<file path="config.mk">
export PLATFORM = sky130hd
export DESIGN_NAME = one_wire_bus_master
export DESIGN_NICKNAME = d
export VERILOG_FILES = /design/src/owbm_pkg.sv /design/src/owbm_cfg_regs.sv /design/src/owbm_seq.sv /design/src/owbm_out_buf.sv /design/src/one_wire_bus_master.sv
export VERILOG_INCLUDE_DIRS = /design/src /design/src/src
export SDC_FILE = /design/constraint.sdc
export NUM_CORES = 1
export LEC_CHECK = 0
export BUFFER_PORTS_ARGS = -buffer_cell sky130_fd_sc_hd__buf_2
export CAP_MARGIN = 0
export CORE_UTILIZATION = 50
export CTS_CLUSTER_SIZE = 30
export DETAILED_ROUTE_END_ITERATION = 6
export PLACE_DENSITY = 0.77
export REMOVE_ABC_BUFFERS = 1
export SLEW_MARGIN = 25
export SYNTH_ARGS = -nofsm -noshare
export SYNTH_HDL_FRONTEND = slang
export SYNTH_SLANG_ARGS = --single-unit
</file>
<file path="constraint.sdc">
create_clock -name i_clk -period 3.15 [get_ports i_clk]
set_input_delay 0.4725 -clock i_clk [delete_from_list [all_inputs] [get_ports i_clk]]
set_output_delay 0.4725 -clock i_clk [all_outputs]
set_load 0.01 [all_outputs]
</file>
<file path="src/one_wire_bus_master_assert.svh">
// Assertion macros shared by the 1-Wire bus master modules.
`ifndef ONE_WIRE_BUS_MASTER_ASSERT_SVH
`define ONE_WIRE_BUS_MASTER_ASSERT_SVH

// Same-cycle implication, checked at every clock edge outside reset.
`define OWBM_ASSERT_IMPLY(lbl, clk, rst_n, ante, cons, msg) \
    lbl: assert property (@(posedge clk) disable iff (!(rst_n)) (ante) |-> (cons)) \
        else $error(msg);

// Next-cycle implication, checked at every clock edge outside reset.
`define OWBM_ASSERT_NEXT(lbl, clk, rst_n, ante, cons, msg) \
    lbl: assert property (@(posedge clk) disable iff (!(rst_n)) (ante) |=> (cons)) \
        else $error(msg);

`endif

</file>
<file path="src/owbm_pkg.sv">
// Package: request/result types, configuration type and command codes.
`default_nettype none

package owbm_pkg;

    localparam int unsigned TickW = 10;

    // Request kinds
    localparam logic [2:0] K_TICK  = 3'd0;
    localparam logic [2:0] K_RESET = 3'd1;
    localparam logic [2:0] K_WBYTE = 3'd2;
    localparam logic [2:0] K_RBYTE = 3'd3;
    localparam logic [2:0] K_WBIT  = 3'd4;
    localparam logic [2:0] K_RBIT  = 3'd5;

    // Result status codes
    localparam logic [1:0] ST_OK       = 2'd0;
    localparam logic [1:0] ST_NO_PRES  = 2'd1;
    localparam logic [1:0] ST_BUS_LOW  = 2'd2;

    // Timing register indexes on the write port
    localparam logic [2:0] REG_RESET_LOW     = 3'd0;
    localparam logic [2:0] REG_PRESENCE_WAIT = 3'd1;
    localparam logic [2:0] REG_AFTER_RESET   = 3'd2;
    localparam logic [2:0] REG_HOLD_LOW      = 3'd3;
    localparam logic [2:0] REG_WRITE_SLOT    = 3'd4;
    localparam logic [2:0] REG_READ_SAMPLE   = 3'd5;
    localparam logic [2:0] REG_READ_RECOVERY = 3'd6;
    localparam int unsigned REG_COUNT        = 7;

    typedef struct packed {
        logic [2:0] kind;
        logic       line_level;
        logic [7:0] data_value;
    } t_in_req;

    typedef struct packed {
        logic       drive_low;
        logic       busy_res;
        logic       done_res;
        logic [1:0] status;
        logic [7:0] read_data;
        logic       rejected;
    } t_out_res;

    typedef struct packed {
        logic [TickW-1:0] reset_low_ticks;
        logic [TickW-1:0] presence_wait_ticks;
        logic [TickW-1:0] after_reset_ticks;
        logic [TickW-1:0] hold_low_ticks;
        logic [TickW-1:0] write_slot_ticks;
        logic [TickW-1:0] read_sample_ticks;
        logic [TickW-1:0] read_recovery_ticks;
    } t_cfg;

    // A zero duration in a register that starts at one counts as one tick
    function automatic logic [TickW-1:0] min_one(input logic [TickW-1:0] v);
        min_one = (v == '0) ? TickW'(1) : v;
    endfunction

endpackage

`default_nettype wire

</file>
<file path="src/owbm_cfg_regs.sv">
// Timing configuration registers written through the plain write port.
`default_nettype none

module owbm_cfg_regs (
    input  wire logic                        i_clk,
    input  wire logic                        i_rst_n,
    input  wire logic                        i_cfg_we,
    input  wire logic [2:0]                  i_cfg_index,
    input  wire logic [owbm_pkg::TickW-1:0]  i_cfg_data,
    output owbm_pkg::t_cfg                   o_cfg
);

    owbm_pkg::t_cfg r_cfg;
    owbm_pkg::t_cfg n_cfg;

    // Decode the write; indexes past the list are dropped
    always_comb begin
        n_cfg = r_cfg;
        if (i_cfg_we) begin
            case (i_cfg_index)
                owbm_pkg::REG_RESET_LOW:     n_cfg.reset_low_ticks     = i_cfg_data;
                owbm_pkg::REG_PRESENCE_WAIT: n_cfg.presence_wait_ticks = i_cfg_data;
                owbm_pkg::REG_AFTER_RESET:   n_cfg.after_reset_ticks   = i_cfg_data;
                owbm_pkg::REG_HOLD_LOW:      n_cfg.hold_low_ticks      = i_cfg_data;
                owbm_pkg::REG_WRITE_SLOT:    n_cfg.write_slot_ticks    = i_cfg_data;
                owbm_pkg::REG_READ_SAMPLE:   n_cfg.read_sample_ticks   = i_cfg_data;
                owbm_pkg::REG_READ_RECOVERY: n_cfg.read_recovery_ticks = i_cfg_data;
                default:                     n_cfg = r_cfg;
            endcase
        end
    end

    always_ff @(posedge i_clk) begin
        if (!i_rst_n) begin
            r_cfg.reset_low_ticks     <= 10'd480;
            r_cfg.presence_wait_ticks <= 10'd70;
            r_cfg.after_reset_ticks   <= 10'd410;
            r_cfg.hold_low_ticks      <= 10'd1;
            r_cfg.write_slot_ticks    <= 10'd59;
            r_cfg.read_sample_ticks   <= 10'd15;
            r_cfg.read_recovery_ticks <= 10'd45;
        end else begin
            r_cfg <= n_cfg;
        end
    end

    assign o_cfg = r_cfg;

endmodule

`default_nettype wire

</file>
<file path="src/owbm_seq.sv">
// Bus sequencer: slot timing state machine stepped once per accepted request.
`default_nettype none

`include "one_wire_bus_master_assert.svh"

module owbm_seq (
    input  wire logic               i_clk,
    input  wire logic               i_rst_n,
    input  wire logic               i_accept,
    input  wire owbm_pkg::t_in_req  i_req,
    input  wire owbm_pkg::t_cfg     i_cfg,
    output owbm_pkg::t_out_res      o_res
);

    // Phase codes
    localparam logic [2:0] PH_IDLE         = 3'd0;
    localparam logic [2:0] PH_RST_LOW      = 3'd1;
    localparam logic [2:0] PH_RST_WAIT     = 3'd2;
    localparam logic [2:0] PH_RST_AFTER    = 3'd3;
    localparam logic [2:0] PH_SLOT_LOW     = 3'd4;
    localparam logic [2:0] PH_SLOT_WRITE   = 3'd5;
    localparam logic [2:0] PH_READ_WAIT    = 3'd6;
    localparam logic [2:0] PH_READ_RECOVER = 3'd7;

    logic [2:0]                  r_phase, n_phase;
    logic [2:0]                  r_cmd, n_cmd;
    logic [owbm_pkg::TickW-1:0]  r_tick, n_tick;
    logic [2:0]                  r_bit, n_bit;
    logic [7:0]                  r_shift, n_shift;
    logic [1:0]                  r_status, n_status;
    logic                        r_drive, n_drive;
    logic                        fin;
    logic                        rej;
    logic                        more_bits;
    logic                        is_write;

    assign more_bits = ((r_cmd == owbm_pkg::K_WBYTE) || (r_cmd == owbm_pkg::K_RBYTE))
                       && (r_bit != 3'd7);
    assign is_write  = (r_cmd == owbm_pkg::K_WBYTE) || (r_cmd == owbm_pkg::K_WBIT);

    // Next state for one request
    always_comb begin
        n_phase  = r_phase;
        n_cmd    = r_cmd;
        n_tick   = r_tick;
        n_bit    = r_bit;
        n_shift  = r_shift;
        n_status = r_status;
        n_drive  = r_drive;
        fin      = 1'b0;
        rej      = 1'b0;

        if (i_req.kind == owbm_pkg::K_TICK) begin
            if (r_phase != PH_IDLE) begin
                if (r_tick > owbm_pkg::TickW'(1)) begin
                    n_tick = r_tick - owbm_pkg::TickW'(1);
                end else begin
                    // End of the current phase
                    case (r_phase)
                        PH_RST_LOW: begin
                            n_drive = 1'b0;
                            n_phase = PH_RST_WAIT;
                            n_tick  = owbm_pkg::min_one(i_cfg.presence_wait_ticks);
                        end
                        PH_RST_WAIT: begin
                            n_status = i_req.line_level ? owbm_pkg::ST_NO_PRES
                                                        : owbm_pkg::ST_OK;
                            if (i_cfg.after_reset_ticks == '0) begin
                                fin     = 1'b1;
                                n_phase = PH_IDLE;
                                n_drive = 1'b0;
                            end else begin
                                n_phase = PH_RST_AFTER;
                                n_tick  = i_cfg.after_reset_ticks;
                            end
                        end
                        PH_SLOT_LOW: begin
                            if (is_write) begin
                                if (r_shift[r_bit]) begin
                                    n_drive = 1'b0;
                                end
                                n_phase = PH_SLOT_WRITE;
                                n_tick  = owbm_pkg::min_one(i_cfg.write_slot_ticks);
                            end else begin
                                n_drive = 1'b0;
                                n_phase = PH_READ_WAIT;
                                n_tick  = owbm_pkg::min_one(i_cfg.read_sample_ticks);
                            end
                        end
                        PH_READ_WAIT: begin
                            if (i_req.line_level) begin
                                n_shift[r_bit] = 1'b1;
                            end
                            if (i_cfg.read_recovery_ticks != '0) begin
                                n_phase = PH_READ_RECOVER;
                                n_tick  = i_cfg.read_recovery_ticks;
                            end else if (more_bits) begin
                                n_bit   = r_bit + 3'd1;
                                n_drive = 1'b1;
                                n_phase = PH_SLOT_LOW;
                                n_tick  = owbm_pkg::min_one(i_cfg.hold_low_ticks);
                            end else begin
                                fin     = 1'b1;
                                n_phase = PH_IDLE;
                                n_drive = 1'b0;
                            end
                        end
                        PH_SLOT_WRITE, PH_READ_RECOVER: begin
                            if (more_bits) begin
                                n_bit   = r_bit + 3'd1;
                                n_drive = 1'b1;
                                n_phase = PH_SLOT_LOW;
                                n_tick  = owbm_pkg::min_one(i_cfg.hold_low_ticks);
                            end else begin
                                fin     = 1'b1;
                                n_phase = PH_IDLE;
                                n_drive = 1'b0;
                            end
                        end
                        default: begin
                            // After-reset wait ends the command
                            fin     = 1'b1;
                            n_phase = PH_IDLE;
                            n_drive = 1'b0;
                        end
                    endcase
                end
            end
        end else if (i_req.kind <= owbm_pkg::K_RBIT) begin
            if (r_phase != PH_IDLE) begin
                rej = 1'b1;
            end else begin
                // Start a new command
                n_cmd    = i_req.kind;
                n_status = owbm_pkg::ST_OK;
                n_bit    = 3'd0;
                n_shift  = 8'd0;
                if (i_req.kind == owbm_pkg::K_RESET) begin
                    if (!i_req.line_level) begin
                        n_status = owbm_pkg::ST_BUS_LOW;
                        fin      = 1'b1;
                        n_phase  = PH_IDLE;
                        n_drive  = 1'b0;
                    end else begin
                        n_drive = 1'b1;
                        n_phase = PH_RST_LOW;
                        n_tick  = owbm_pkg::min_one(i_cfg.reset_low_ticks);
                    end
                end else begin
                    if (i_req.kind == owbm_pkg::K_WBYTE) begin
                        n_shift = i_req.data_value;
                    end else if (i_req.kind == owbm_pkg::K_WBIT) begin
                        n_shift = {7'd0, i_req.data_value[0]};
                    end
                    n_drive = 1'b1;
                    n_phase = PH_SLOT_LOW;
                    n_tick  = owbm_pkg::min_one(i_cfg.hold_low_ticks);
                end
            end
        end
    end

    // Result fields for this request
    always_comb begin
        o_res.drive_low = n_drive;
        o_res.busy_res  = (n_phase != PH_IDLE);
        o_res.done_res  = fin;
        o_res.rejected  = rej;
        o_res.status    = (fin && (n_cmd == owbm_pkg::K_RESET)) ? n_status : 2'd0;
        if (fin && (n_cmd == owbm_pkg::K_RBYTE)) begin
            o_res.read_data = n_shift;
        end else if (fin && (n_cmd == owbm_pkg::K_RBIT)) begin
            o_res.read_data = {7'd0, n_shift[0]};
        end else begin
            o_res.read_data = 8'd0;
        end
    end

    always_ff @(posedge i_clk) begin
        if (!i_rst_n) begin
            r_phase  <= PH_IDLE;
            r_cmd    <= 3'd0;
            r_tick   <= '0;
            r_bit    <= 3'd0;
            r_shift  <= 8'd0;
            r_status <= owbm_pkg::ST_OK;
            r_drive  <= 1'b0;
        end else if (i_accept) begin
            r_phase  <= n_phase;
            r_cmd    <= n_cmd;
            r_tick   <= n_tick;
            r_bit    <= n_bit;
            r_shift  <= n_shift;
            r_status <= n_status;
            r_drive  <= n_drive;
        end
    end

    // An idle sequencer never pulls the line
    `OWBM_ASSERT_IMPLY(a_idle_released, i_clk, i_rst_n, r_phase == PH_IDLE, !r_drive, "drive low while idle")
    // A rejected command leaves the running command in place
    `OWBM_ASSERT_NEXT(a_reject_keeps, i_clk, i_rst_n, i_accept && rej, (r_phase != PH_IDLE) && (r_cmd == $past(r_cmd)), "rejected command disturbed state")
    // A finished command leaves the sequencer idle
    `OWBM_ASSERT_NEXT(a_done_idle, i_clk, i_rst_n, i_accept && fin, r_phase == PH_IDLE, "not idle after done")

endmodule

`default_nettype wire

</file>
<file path="src/owbm_out_buf.sv">
// Result register with a skid stage so requests keep flowing while a result waits.
`default_nettype none

`include "one_wire_bus_master_assert.svh"

module owbm_out_buf (
    input  wire logic                i_clk,
    input  wire logic                i_rst_n,
    input  wire logic                i_in_valid,
    input  wire owbm_pkg::t_out_res  i_res,
    output logic                     o_in_stall,
    output logic                     o_out_valid,
    input  wire logic                i_out_stall,
    output owbm_pkg::t_out_res       o_out_res
);

    logic               r_out_valid;
    logic               r_skid_valid;
    owbm_pkg::t_out_res r_out;
    owbm_pkg::t_out_res r_skid;
    logic               accept;
    logic               out_free;

    assign o_in_stall = r_skid_valid;
    assign accept     = i_in_valid && !r_skid_valid;
    assign out_free   = !r_out_valid || !i_out_stall;

    // Control: the skid entry drains first into the result register
    always_ff @(posedge i_clk) begin
        if (!i_rst_n) begin
            r_out_valid  <= 1'b0;
            r_skid_valid <= 1'b0;
        end else if (out_free) begin
            if (r_skid_valid) begin
                r_out_valid  <= 1'b1;
                r_skid_valid <= 1'b0;
            end else begin
                r_out_valid  <= accept;
            end
        end else if (accept) begin
            r_skid_valid <= 1'b1;
        end
    end

    // Payload
    always_ff @(posedge i_clk) begin
        if (out_free) begin
            if (r_skid_valid) begin
                r_out <= r_skid;
            end else if (accept) begin
                r_out <= i_res;
            end
        end else if (accept) begin
            r_skid <= i_res;
        end
    end

    assign o_out_valid = r_out_valid;
    assign o_out_res   = r_out;

    `OWBM_ASSERT_IMPLY(a_skid_behind_out, i_clk, i_rst_n, r_skid_valid, r_out_valid, "skid full with empty result register")
    `OWBM_ASSERT_NEXT(a_stall_fills_skid, i_clk, i_rst_n, accept && r_out_valid && i_out_stall, r_skid_valid, "request lost under stall")
    `OWBM_ASSERT_NEXT(a_skid_drains, i_clk, i_rst_n, r_skid_valid && !i_out_stall, !r_skid_valid && r_out_valid, "skid did not drain")

endmodule

`default_nettype wire

</file>
<file path="src/one_wire_bus_master.sv">
// 1-Wire bus master: one request a cycle while o_in_stall is low; each result is registered.
// Throughput: one request per cycle while o_in_stall is low; the sequencer state advances on every accept.
// o_in_stall rises only while a second result sits in the skid stage behind a stalled output.
// Reset (i_rst_n low, synchronous): sequencer idle with line released, no results pending,
// timing registers at their default values.
`default_nettype none

module one_wire_bus_master (
    input  wire logic                        i_clk,
    input  wire logic                        i_rst_n,
    input  wire logic                        i_in_valid,
    output logic                             o_in_stall,
    input  wire owbm_pkg::t_in_req           i_in_req,
    output logic                             o_out_valid,
    input  wire logic                        i_out_stall,
    output owbm_pkg::t_out_res               o_out_res,
    input  wire logic                        i_cfg_we,
    input  wire logic [2:0]                  i_cfg_index,
    input  wire logic [owbm_pkg::TickW-1:0]  i_cfg_data
);

    owbm_pkg::t_cfg     cfg;
    owbm_pkg::t_out_res res;
    logic               accept;

    assign accept = i_in_valid && !o_in_stall;

    owbm_cfg_regs u_cfg (
        .i_clk       (i_clk),
        .i_rst_n     (i_rst_n),
        .i_cfg_we    (i_cfg_we),
        .i_cfg_index (i_cfg_index),
        .i_cfg_data  (i_cfg_data),
        .o_cfg       (cfg)
    );

    owbm_seq u_seq (
        .i_clk    (i_clk),
        .i_rst_n  (i_rst_n),
        .i_accept (accept),
        .i_req    (i_in_req),
        .i_cfg    (cfg),
        .o_res    (res)
    );

    owbm_out_buf u_out (
        .i_clk       (i_clk),
        .i_rst_n     (i_rst_n),
        .i_in_valid  (i_in_valid),
        .i_res       (res),
        .o_in_stall  (o_in_stall),
        .o_out_valid (o_out_valid),
        .i_out_stall (i_out_stall),
        .o_out_res   (o_out_res)
    );

endmodule

`default_nettype wire
</file>
# ---- Word level (Yosys, flattened, before mapping)
# Cells that the tools add are included.
# Widths: inputs -> output; s select.
dict set report word_totals {
  regBits 130
  inputBits 30
  out_inout_bits 16
  wordCells 202
}
dict set report op_classes {
  add_sub_neg 2
  magnitude_cmp 4
  n_eq_ne 30
  n_mux 96
  bitwise 3
  reduce_logical 39
}
# cell n
set op_table {}
lappend op_table {{$mux 10} 16}
lappend op_table {{$mux 8} 10}
lappend op_table {{$logic_not 10->1} 6}
lappend op_table {{$mux 3} 18}
lappend op_table {{$pmux 10 s5} 1}
lappend op_table {{$mux 1} 32}
lappend op_table {{$eq 3x3->1 const B} 10}
lappend op_table {{$mux 14} 2}
lappend op_table {{$mux 2} 11}
lappend op_table {{$eq 3x2->1 const B} 7}
lappend op_table {{$reduce_and 2->1} 9}
lappend op_table {{$pmux 3 s5} 1}
lappend op_table {{$reduce_and 7->1} 2}
lappend op_table {{$eq 3x1->1 const B} 4}
lappend op_table {{$gt 10x1->1 const B} 1}
lappend op_table {{$reduce_bool 10->1} 1}
lappend op_table {{$sub 10x1->10 const B} 1}
lappend op_table {{$ne 3x3->1 const B} 3}
lappend op_table {{$or 8x8->8} 1}
lappend op_table {{$pmux 1 s4} 2}
lappend op_table {{$ne 7x7->1 const B} 1}
lappend op_table {{$logic_and 1x1->1} 6}
lappend op_table {{$logic_not 3->1} 2}
lappend op_table {{$pmux 3 s2} 1}
lappend op_table {{16 further kinds} 26}

# ---- Longest topological paths before layout
# Gate-level depths: netlist of run 1.
dict set report logic_depth {
  word_depth 14
  depth_mapped 9
  depth_no_buf 8
}

# ---- By module
# A second synthesis of run 1 with hierarchy kept.
dict set report unflattened {
  cells_unflattened 765
  hier_area_um2 7030.5
}
# mod n_inst cells_each area_each_um2 seq_area_each_um2
set by_module_without_submodules {}
lappend by_module_without_submodules {owbm_seq 1 457 3189.3 600.6}
lappend by_module_without_submodules {owbm_cfg_regs 1 255 2685.1 1401.3}
lappend by_module_without_submodules {owbm_out_buf 1 52 1142.3 880.8}
lappend by_module_without_submodules {one_wire_bus_master 1 1 13.8 0.0}

# ---- Worst setup path before layout of run 1
# No wires, ideal clock.
dict set report synth_timing {
  kind {input -> register}
  start {input port i_in_req[9] in the netlist's numbering}
  end {register u_out.r_out (netlist bit u_out.o_out_res[6]), data pin}
  setup_ns 0.165
  arrival_time_ns 2.430
  required_time_ns 2.985
  setup_slack_ns 0.555
  stages 7
  n_path_buf 2
  path_cell_list {buf_2 or4b_2 or3_1 a221oi_2 nand2_2 buf_6 o31ai_2}
}
dict set report synth_via {
  elab_chain_cells 9
  word_cells_on_any_way 21
  cone_classes {order compare (1); eq/ne (3); mux (15); reduce/logical (2)}
}
# element line_no
set synth_lines {}
lappend synth_lines {{start: declaration} one_wire_bus_master.sv:13} ;# input wire owbm_pkg::t_in_req i_in_req,
lappend synth_lines {{parallel branches: the longest is 6 deep, another holds $le 3x3->1} -}
lappend synth_lines {{$mux 8 (*)} owbm_seq.sv:170} ;# if (fin && (n_cmd == owbm_pkg::K_RBYTE)) begin
lappend synth_lines {{$mux 14 (*)} owbm_out_buf.sv:50} ;# end else if (accept) begin
lappend synth_lines {{$mux 14 (*)} owbm_out_buf.sv:48} ;# if (r_skid_valid) begin
lappend synth_lines {{end signal: assignment} owbm_out_buf.sv:49} ;# r_out <= r_skid;
lappend synth_lines {{end signal: assignment} owbm_out_buf.sv:51} ;# r_out <= i_res;
lappend synth_lines {{end: declaration} owbm_out_buf.sv:19} ;# owbm_pkg::t_out_res r_out;
# Every way passes the cells marked *. The select of a mux whose other input is x is not followed.
# A chain may end at the register's enable or synchronous reset.

# ---- Worst setup path in the final report of run 1
dict set report layout_timing {
  start {register u_seq.r_tick[4] in the netlist's numbering}
  end {register u_out.r_out (netlist bit u_out.o_out_res[4]), data pin}
}
dict set report layout_via {
  elab_chain_cells 8
  word_cells_on_any_way 11
  cone_classes {order compare (1); mux (9); reduce/logical (1)}
}
# element line_no
set layout_lines {}
lappend layout_lines {{start: declaration} owbm_seq.sv:27} ;# logic [owbm_pkg::TickW-1:0] r_tick, n_tick;
lappend layout_lines {{start signal: assignment} owbm_seq.sv:191} ;# r_tick <= n_tick;
lappend layout_lines {{$gt 10x1->1 (*)} owbm_seq.sv:55} ;# if (r_tick > owbm_pkg::TickW'(1)) begin
lappend layout_lines {{$mux 1} owbm_seq.sv:55}
lappend layout_lines {{$mux 1} owbm_seq.sv:54} ;# if (r_phase != PH_IDLE) begin
lappend layout_lines {{$mux 1} owbm_seq.sv:53} ;# if (i_req.kind == owbm_pkg::K_TICK) begin
lappend layout_lines {{$logic_and 1x1->1} owbm_seq.sv:170}
lappend layout_lines {{$mux 8 (*)} owbm_seq.sv:170}
lappend layout_lines {{$mux 14 (*)} owbm_out_buf.sv:50}
lappend layout_lines {{$mux 14 (*)} owbm_out_buf.sv:48}
# Mark *: on every way between the ends. The rest lies on a longest branch, timed or not. The select of a mux whose other input is x is not followed.

==> results.sh, run 1 <==
export IMPL_vias=6605
export IMPL_p_per_area_nw_per_um2=560
export IMPL_reg2reg_depth=6
export IMPL_async_flop_share_pct=0
export IMPL_outcome="finished, final reports clean"
export IMPL_grt_overflow_total=0
export IMPL_wl_per_cell_um=18.1
export IMPL_fin_crit_sh_pct=90.4
export IMPL_yosys_warnings=0
export IMPL_syn_inst=848
export IMPL_yosysTopAreaCellShare_pct=30.4
export IMPL_p_leak_nw=2.83
export IMPL_synthAdderAreaFrac_pct=0.745
export IMPL_syn_avg_cell_area_sq_um=7.93
export IMPL_grt_pass1_wl_um=31000
export IMPL_die_w_um=118
export IMPL_gp_congestion=1.00
export IMPL_grt_setup_unrepaired="false"
export IMPL_vias_per_cell=6.18
export IMPL_antenna_cells=0
export IMPL_r2r_slack_ns=0.30
export IMPL_clock_sinks=130
export IMPL_worst_hold_path_type="input pin to register"
export IMPL_max_stage_delay_ns=0.60
export IMPL_rr_startpoint="u_seq.r_tick[4]"
export IMPL_finalCriticalPeriod_ns=2.85
export IMPL_synth_xor_area_share_pct=0.652
export IMPL_drive_gt1_share_pct=14.3
export IMPL_die_h_um=118
export IMPL_cts_path_max_buffers=2
export IMPL_die_area_sq_um=13900
export IMPL_nNetsFinal=919
export IMPL_synth_compound_area_share_pct=21.6
export IMPL_synth_edf_count=28
export IMPL_synth_top_family_by_area="simple AND/OR/NAND/NOR gates"
export IMPL_synth_area_leaders="dfxtp_1, edfxtp_1, nand2_1"
export IMPL_required_ns=3.38
export IMPL_clk_latency_ns=0.43
export IMPL_setup_viol=0
export IMPL_hpwlAfterDp_um=13400
export IMPL_critical_path_startpoint_type="register"
export IMPL_critPathKind="register to register"
export IMPL_core_area_sq_um=12900
export IMPL_slew_violations=0
export IMPL_drc=0
export IMPL_fmax_mhz=351
export IMPL_grt_max_degree=45
export IMPL_cp_arrival_ns=3.08
export IMPL_min_delay_start="i_cfg_data[1]"
export IMPL_grtUsageTotal_pct=28.2
export IMPL_synth_area_sq_um=6720
export IMPL_synth_cell_types=65
export IMPL_hold_viol_final=0
export IMPL_antenna_found_initial=0
export IMPL_htree_levels=4
export IMPL_start_util_pct=52.2
export IMPL_io_pins=46
export IMPL_dr_pass1_iters=5
export IMPL_grt_pass1_vias=6084
export IMPL_tightest_slew_ns=0.725
export IMPL_cts_root_buf="clkbuf_16"
export IMPL_cp_cell_sequence="or4_4 -> nor4b_4 -> nand3_1 -> a221oi_2 -> nand2_2 -> o31ai_1"
export IMPL_min_to="u_cfg.o_cfg[31]"
export IMPL_cts_resized=0
export IMPL_holdBufCountCts=0
export IMPL_endpoint_kind="register"
export IMPL_crit_fanout=14
export IMPL_cts_post_setup_buffers_inserted=0
export IMPL_wl_um=19400
export IMPL_yosys_area_share_simple_pct=26.2
export IMPL_synthMuxAreaShare_pct=3.28
export IMPL_r2r_end="u_out.o_out_res[4]"
export IMPL_ant_nets=0
export IMPL_finalPower_mw=4.31
export IMPL_clk_transition_reported_paths_ns=0.06
export IMPL_slowest_stage="or4_4"
export IMPL_ys_seq_area_share_pct=42.9
export IMPL_tns_ns=0
export IMPL_ys_ff_latch=130
export IMPL_drtIter0Drc=731
export IMPL_yosys_area_top_type="dfxtp_1"
export IMPL_ir_worst_vdd_uv=378
export IMPL_cap_violations=0
export IMPL_syn_to_final_growth_pct=14.6
export IMPL_final_setup_skew_ns=0.0101
export IMPL_relSlewSlack_pct=50.4
export IMPL_cts_tree="built"
export IMPL_min_path_cells=3
export IMPL_yosys_most_used_dff="dfxtp_1"
export IMPL_rows=41
export IMPL_fin_util_pct=59.8
export IMPL_io_buffers=45
export IMPL_numCtsBuffers=17
cell type report:
class | count | area (sq um)
fillers | 1155 | 5170
flip-flops and latches | 130 | 2880
clock buffers | 22 | 484
well taps | 172 | 215
repair buffers | 75 | 450
inverters | 21 | 78.8
clock inverters | 9 | 57.6
multi-input cells | 640 | 3530
cells by family (layout without fill, tap and decap cells):
kind of cell | count (synthesis) | after routing
compound gates | 224 | 224
xor+xnor | 5 | 5
flops | 130 | 130
buf+inv | 78 | 127
simple gates | 388 | 388
fa+ha+maj | 4 | 4
mux | 19 | 19
metal layers:
layer | wire length (um) | vias up | track usage (%)
met3 | 1550 | 61 | 5.62
met5 | 0 | - | 0
met2 | 8810 | 362 | 43.8
li1 | - | 3128 | -
met4 | 650 | 0 | 13.5
met1 | 8380 | 3054 | 37.6
critical path: cells and delay by family (launching register included):
family | cells | cell delay (ns)
AO/OA/AOI/OAI | 2 | 0.77
flip-flops | 1 | 0.40
AND/OR/NAND/NOR | 4 | 1.48
sequential cells by signal (all words and copies together) (netlist names):
signal / flops
u_seq.r_phase: 3
u_out.o_out_valid: 1
u_seq.r_tick: 10
u_seq.r_cmd: 3
u_out.o_in_stall: 1
u_seq.r_bit: 3
u_out.o_out_res: 14
u_seq.r_shift: 8
u_cfg.o_cfg: 70
u_out.r_skid: 14
u_seq.r_drive: 1
u_seq.r_status: 2
synth_stat cells, types with 4 or more instances:
master,n
or2_2,4
or4_1,9
o2111ai_1,5
mux2_2,4
and3_1,6
a31oi_1,15
o32ai_1,4
inv_1,21
a21oi_1,86
nor2b_1,9
o22ai_1,4
dfxtp_1,102
nand3_1,46
mux2i_1,13
o31ai_1,11
or3_1,10
a211oi_1,15
nand2b_1,11
nor3_1,12
nor2_1,68
buf_2,4
a221oi_1,7
edfxtp_1,28
o21ai_0,32
nand2_1,188
nor4_1,11
o211ai_1,11
ha_1,4
clkbuf_1,48
power by group:
group	internal (mW)	leakage, nW	switching, mW	total, mW
Combinational	0.247	1.47	0.423	0.670
Clock	1.08	0.264	0.730	1.81
Sequential	1.77	1.09	0.0623	1.84
cells in the final DEF (no fill, tap or decap), types with 4 or more instances in the layout:
master,Yosys,layout
nand2_1,188,188
dfxtp_1,102,102
a21oi_1,86,86
nor2_1,68,68
nand3_1,46,46
buf_2,4,45
o21ai_0,32,32
buf_4,0,30
edfxtp_1,28,28
inv_1,21,20
clkbuf_16,0,17
a31oi_1,15,15
a211oi_1,15,15
mux2i_1,13,13
nor3_1,12,12
nor4_1,11,11
nand2b_1,11,11
o31ai_1,11,11
o211ai_1,11,11
or3_1,10,10
or4_1,9,9
nor2b_1,9,8
a221oi_1,7,7
and3_1,6,6
o2111ai_1,5,5
or2_2,4,4
o22ai_1,4,4
mux2_2,4,4
o32ai_1,4,4
ha_1,4,4
clkbuf_8,0,4
clkinv_2,0,4
worst max-delay path by stage:
stage / slack (ns) / end / cells after the start / start
2_1_floorplan: 0.03 / u_seq.r_bit[0] / 8 / u_seq.r_bit[1]
3_3_place_gp: 0.46 / u_out.o_out_res[2] / 6 / i_in_req[9]
3_5_place_dp: 0.32 / u_out.o_out_res[4] / 6 / i_in_req[9]
4_1_cts: 0.36 / u_out.o_out_res[4] / 6 / u_seq.r_tick[4]
5_1_grt: 0.15 / u_out.o_out_res[4] / 6 / u_seq.r_tick[4]
6_report: 0.30 / u_out.o_out_res[4] / 6 / u_seq.r_tick[4]
per-stage QoR:
step | std cells | area (sq um) | hold slack, ns | setup slack (ns)
3_5_place_dp | 1038 | 7160 | 0.450 | 0.324
4_1_cts | 1069 | 7700 | 0.370 | 0.356
6_report | 1069 | 7700 | 0.374 | 0.303
3_3_place_gp | 1038 | 7160 | 0.450 | 0.462
2_1_floorplan | 791 | 6490 | 0.433 | 0.0317
5_1_grt | 1069 | 7700 | 0.393 | 0.153
Note: power is estimated with default switching activity, not from simulation.
==> run 2, diff against run 1 <==
--- a/config.mk
+++ b/config.mk
@@ -8,6 +8,7 @@
 export LEC_CHECK = 0
 export BUFFER_PORTS_ARGS = -buffer_cell sky130_fd_sc_hd__buf_2
 export CAP_MARGIN = 0
+export CORE_MARGIN = 2
 export CORE_UTILIZATION = 50
 export CTS_CLUSTER_SIZE = 30
 export DETAILED_ROUTE_END_ITERATION = 6
==> run 2 against run 1 <==
Net effect:
- the run now ends with design-rule violations left
- routed wire length hardly changed
- clock skew increased by 0.0021 ns
- power rose by 1.3%
- utilization is 1.3 points lower
- clock power is 3% higher
- first-iteration DRC count rose by 22%
- final area up 0.15%
- combinational power increased by 1%
- register-to-register slack improved by 0.08 ns
- die area grew 3.4%
- clock-buffer cell count decreased by 4
- critical path depth stayed put
- critical endpoint is now u_out.o_out_res[3]
- highest routed layer unchanged
==> results.sh, run 2 (synthesis results as in run 1) <==
export IMPL_outcome="complete, but fails checks"
export IMPL_violations="design-rule violations"
export IMPL_crit_start="u_seq.r_tick[4]"
export IMPL_ant_nets=0
export IMPL_drc=2
export IMPL_io_pins=46
export IMPL_numCtsBuffers=17
export IMPL_routed_wl_met3_um=1600
export IMPL_setup_ws_ns=0.385
export IMPL_antenna_cells=0
export IMPL_grt_max_degree=42
export IMPL_critical_path_startpoint_type="register"
export IMPL_die_h_um=120
export IMPL_syn_to_final_growth_pct=14.8
export IMPL_final_setup_skew_ns=0.0121
export IMPL_grtUsageTotal_pct=27.6
export IMPL_hold_viol_final=0
export IMPL_mostFrequentLayoutCells="nand2_1, dfxtp_1, a21oi_1, nor2_1, nand3_1"
export IMPL_highest_layer="met4"
export IMPL_cp_arrival_ns=3.02
export IMPL_antenna_found_initial=0
export IMPL_worst_hold_path_type="input pin to register"
export IMPL_drtIter0Drc=891
export IMPL_cts_root_buf="clkbuf_16"
export IMPL_nNetsFinal=917
export IMPL_vias=6587
export IMPL_wl_um=19400
export IMPL_holdBufCountCts=0
export IMPL_min_path_cells=3
export IMPL_tightest_slew_ns=0.791
export IMPL_wl_per_cell_um=18.1
export IMPL_drive_gt1_share_pct=14.2
export IMPL_core_area_sq_um=13200
export IMPL_pre_cts_slack_ns=0.410
export IMPL_p_per_area_nw_per_um2=566
export IMPL_grt_pass1_vias=5916
export IMPL_reg2reg_depth=6
export IMPL_hpwlAfterDp_um=13300
export IMPL_crit_fanout=14
export IMPL_die_area_sq_um=14400
export IMPL_die_w_um=120
export IMPL_grt_pass1_wl_um=31100
export IMPL_finalCriticalPeriod_ns=2.77
export IMPL_fin_crit_sh_pct=87.8
export IMPL_slew_violations=0
export IMPL_relSlewSlack_pct=47.0
export IMPL_r2r_slack_ns=0.38
export IMPL_cts_tree="built"
export IMPL_setup_viol=0
export IMPL_tns_ns=0
export IMPL_cap_violations=0
export IMPL_grt_overflow_total=0
export IMPL_start_util_pct=51.0
export IMPL_fmax_mhz=362
export IMPL_cts_post_setup_buffers_inserted=0
export IMPL_htree_levels=4
export IMPL_clock_sinks=130
export IMPL_required_ns=3.40
export IMPL_layout_commonest_cell="nand2_1"
export IMPL_grt_setup_unrepaired="false"
export IMPL_rr_startpoint="u_seq.r_tick[4]"
export IMPL_crit_end="u_out.o_out_res[3]"
export IMPL_cts_resized=0
export IMPL_fillers=1170
export IMPL_r2r_end="u_out.o_out_res[3]"
export IMPL_wl_met2_um=8900
export IMPL_rows=42
export IMPL_wl_met1_um=8430
export IMPL_dr_pass1_iters=7
export IMPL_clk_transition_reported_paths_ns=0.06
export IMPL_critPathKind="register to register"
export IMPL_largest_reg_flops=70
export IMPL_ir_worst_vdd_uv=600
export IMPL_p_leak_nw=2.83
export IMPL_endpoint_kind="register"
export IMPL_vias_per_cell=6.15
export IMPL_clk_latency_ns=0.43
export IMPL_io_buffers=45
export IMPL_gp_congestion=0.961
export IMPL_cts_path_max_buffers=2
[run 2: worst min path at each step]
stage / endpoint / slack [ns] / startpoint
after floorplan: u_cfg.o_cfg[60] / 0.43 / u_cfg.o_cfg[60]
after global placement: u_cfg.o_cfg[60] / 0.45 / u_cfg.o_cfg[60]
after detailed placement: u_cfg.o_cfg[60] / 0.45 / u_cfg.o_cfg[60]
after CTS: u_cfg.o_cfg[37] / 0.36 / i_cfg_data[7]
after global routing: u_cfg.o_cfg[57] / 0.37 / i_cfg_data[7]
final: u_out.o_in_stall / 0.37 / i_out_stall
[run 2: cell type report]
| class | instances | area, sq um | area share [%] |
|---|---|---|---|
| multi-input cells | 640 | 3530 | 45.8 |
| clock buffers | 18 | 439 | 5.69 |
| repair buffers | 73 | 448 | 5.81 |
| well taps | 176 | 220 | 2.85 |
| flip-flops and latches | 130 | 2880 | 37.4 |
| clock inverters | 13 | 111 | 1.44 |
| inverters | 21 | 78.8 | 1.02 |
[run 2: per-layer routing]
layer,vias to the layer above,track usage [%]
met3,49,6.65
li1,3133,-
met5,-,0
met4,0,9.19
met2,348,43.1
met1,3057,37.6
[run 2: where the power goes]
part	leakage (nW)	total, mW	switching, mW	internal [mW]
clock network	0.272	1.86	0.759	1.10
logic	1.47	0.678	0.430	0.248
registers	1.09	1.84	0.0631	1.77
total	2.83	4.37	1.25	3.12
[run 2: through the flow]
step           util, %  hold WS (ns)  power (mW)  instances  cell area, sq um
2_1_floorplan        -         0.433        2.27        791              6490
3_3_place_gp      54.3         0.445        2.52       1040              7160
3_5_place_dp      54.3         0.451        2.52       1040              7160
4_1_cts           58.5         0.364        4.37       1071              7710
5_1_grt           58.5         0.369        4.53       1071              7710
6_report          58.5         0.374        4.37       1071              7710
[run 2: worst max-delay path: stages (launching register included)]
cell,delay [ns]
dfxtp_1,0.40
or4_4,0.60
nor4b_4,0.46
nand3_1,0.16
a221oi_2,0.38
nand2_2,0.27
o31ai_1,0.31
==> run 3, diff against run 2 <==
--- a/config.mk
+++ b/config.mk
@@ -8,11 +8,12 @@
 export LEC_CHECK = 0
 export BUFFER_PORTS_ARGS = -buffer_cell sky130_fd_sc_hd__buf_2
 export CAP_MARGIN = 0
-export CORE_MARGIN = 2
+export CORE_MARGIN = 1
 export CORE_UTILIZATION = 50
 export CTS_CLUSTER_SIZE = 30
 export DETAILED_ROUTE_END_ITERATION = 6
-export PLACE_DENSITY = 0.77
+export MAX_ROUTING_LAYER = met4
+export PLACE_DENSITY = 0.8
 export REMOVE_ABC_BUFFERS = 1
 export SLEW_MARGIN = 25
 export SYNTH_ARGS = -nofsm -noshare
==> run 3 against run 2 <==
Net effect:
- the run now ends clean
- worst hold slack improved by 0.0068 ns
- routed wire length decreased by 0.28%
- fmax decreased by 2.2%
- critical path depth unchanged
- clock-buffer cell count increased by 7
- cell count decreased by 0.28%
- global-route usage increased by 1.9 points
- first-iteration DRC count decreased by 25%
- sequential power about the same
- sequential cell count unchanged
- final area increased by 0.62%
- clock skew decreased by 0.0051 ns
- critical path type unchanged
==> results.sh, run 3 (synthesis results as in run 1) <==
export IMPL_ant_nets=0
export IMPL_internal_power_mw=3.32
export IMPL_die_h_um=118
export IMPL_multi_input_area_sq_um=3530
export IMPL_fin_util_pct=60.3
export IMPL_max_stage_delay_ns=0.60
export IMPL_cts_tree="built"
export IMPL_grt_max_degree=68
export IMPL_cp_arrival_ns=3.07
export IMPL_mostFrequentLayoutCells="nand2_1, dfxtp_1, a21oi_1, nor2_1, nand3_1"
export IMPL_cts_path_max_buffers=2
export IMPL_setup_ws_ns=0.322
export IMPL_io_pins=46
export IMPL_r2r_slack_ns=0.32
export IMPL_wl_per_cell_um=18.1
export IMPL_vias=6587
export IMPL_drc=0
export IMPL_endpoint_kind="register"
export IMPL_slew_violations=0
export IMPL_pre_cts_slack_ns=0.423
export IMPL_cts_post_setup_buffers_inserted=0
export IMPL_clk_transition_reported_paths_ns=0.06
export IMPL_start_util_pct=52.2
export IMPL_r2r_end="u_out.o_out_res[4]"
export IMPL_dr_pass1_iters=5
export IMPL_antenna_found_initial=0
export IMPL_vias_per_cell=6.17
export IMPL_crit_fanout=14
export IMPL_required_ns=3.39
export IMPL_outcome="finished, final reports clean"
export IMPL_final_setup_skew_ns=0.00701
export IMPL_fillers=1129
export IMPL_grt_pass1_wl_um=31300
export IMPL_io_buffers=45
export IMPL_power_switching_mw=1.22
export IMPL_antenna_cells=0
export IMPL_rr_startpoint="u_seq.r_tick[4]"
export IMPL_cts_root_buf="clkbuf_16"
export IMPL_clock_sinks=130
export IMPL_core_area_sq_um=12900
export IMPL_drive_gt1_share_pct=13.8
export IMPL_hold_viol_final=0
export IMPL_wl_um=19400
export IMPL_worst_hold_path_type="input pin to register"
export IMPL_slowest_stage="or4_4"
export IMPL_clk_latency_ns=0.42
export IMPL_critical_path_startpoint_type="register"
export IMPL_largest_reg_flops=70
export IMPL_fmax_mhz=354
export IMPL_layout_commonest_cell="nand2_1"
export IMPL_min_delay_start="i_out_stall"
export IMPL_tightest_slew_ns=0.753
export IMPL_path_buf_inv=0
export IMPL_grt_pass1_vias=6084
export IMPL_grtUsageTotal_pct=29.5
export IMPL_reg2reg_depth=6
export IMPL_min_to="u_out.o_in_stall"
export IMPL_grt_overflow_total=0
export IMPL_swShare_pct=26.8
export IMPL_crit_family="simple AND/OR/NAND/NOR gates"
export IMPL_drtIter0Drc=667
export IMPL_p_leak_nw=2.85
export IMPL_syn_to_final_growth_pct=15.5
export IMPL_fin_crit_sh_pct=89.8
export IMPL_holdWs_ns=0.380
export IMPL_finalPower_mw=4.54
export IMPL_holdBufCountCts=0
export IMPL_cp_cell_sequence="or4_4 -> nor4b_4 -> nand3_1 -> a221oi_2 -> nand2_2 -> o31ai_1"
export IMPL_regArea_sq_um=2880
export IMPL_power_frac_comb_pct=14.9
export IMPL_critPathKind="register to register"
export IMPL_min_path_cells=3
export IMPL_relSlewSlack_pct=49.8
export IMPL_rows=41
export IMPL_cap_violations=0
export IMPL_tns_ns=0
export IMPL_p_seq_share_pct=40.4
export IMPL_clkPwrFrac_pct=44.6
export IMPL_gp_congestion=0.955
export IMPL_htree_levels=4
export IMPL_nNetsFinal=918
export IMPL_crit_start="u_seq.r_tick[4]"
export IMPL_p_per_area_nw_per_um2=585
export IMPL_finalCriticalPeriod_ns=2.83
export IMPL_cts_resized=0
export IMPL_hpwlAfterDp_um=13200
export IMPL_die_area_sq_um=13900
export IMPL_numCtsBuffers=17
export IMPL_die_w_um=118
export IMPL_setup_viol=0
export IMPL_grt_setup_unrepaired="false"
export IMPL_ir_worst_vdd_uv=454
run 3: power by group through the flow:
stage / registers [mW] / clock network, mW / logic [mW]
3_3_place_gp: 1.87 / 0 / 0.653
3_5_place_dp: 1.87 / 0 / 0.658
6_report: 1.84 / 2.03 / 0.678
5_1_grt: 1.84 / 2.09 / 0.741
2_1_floorplan: 1.87 / 0 / 0.400
4_1_cts: 1.83 / 2.03 / 0.665
run 3: stage by stage:
| stage | instance area (sq um) | cells |
|---|---|---|
| floorplan | 6490 | 791 |
| global placement | 7150 | 1037 |
| detailed placement | 7150 | 1037 |
| CTS | 7760 | 1068 |
| global route | 7760 | 1068 |
| finish | 7760 | 1068 |
run 3: worst reg2reg max path, stage by stage (launching register included):
cell and delay (ns):
dfxtp_1 0.39, or4_4 0.60, nor4b_4 0.46, nand3_1 0.17, a221oi_2 0.41, nand2_2 0.27, o31ai_1 0.34
run 3: worst max-delay path by stage:
stage / endpoint / slack [ns] / cells past startpoint
6_report: u_out.o_out_res[4] / 0.32 / 6
5_1_grt: u_out.o_out_res[3] / 0.23 / 6
4_1_cts: u_out.o_out_res[4] / 0.37 / 6
3_5_place_dp: u_out.o_out_res[5] / 0.42 / 6
3_3_place_gp: u_out.o_out_res[4] / 0.46 / 6
2_1_floorplan: u_seq.r_bit[0] / 0.03 / 8
run 3: area by class of cell:
cell class,count,share of cell area [%]
inverters,21,1.02
clock inverters,6,1.16
repair buffers,74,5.71
flip-flops and latches,130,37.1
well taps,172,2.77
clock buffers,25,6.67
multi-input cells,640,45.5
run 3: layer usage:
layer | GRT usage, % | vias up | share of wire [%]
li1 | - | 3131 | -
met1 | 37.5 | 3064 | 42
met2 | 45.7 | 343 | 47
met3 | 6.69 | 49 | 8.2
met4 | 10.8 | 0 | 2.6
met5 | - | - | 0
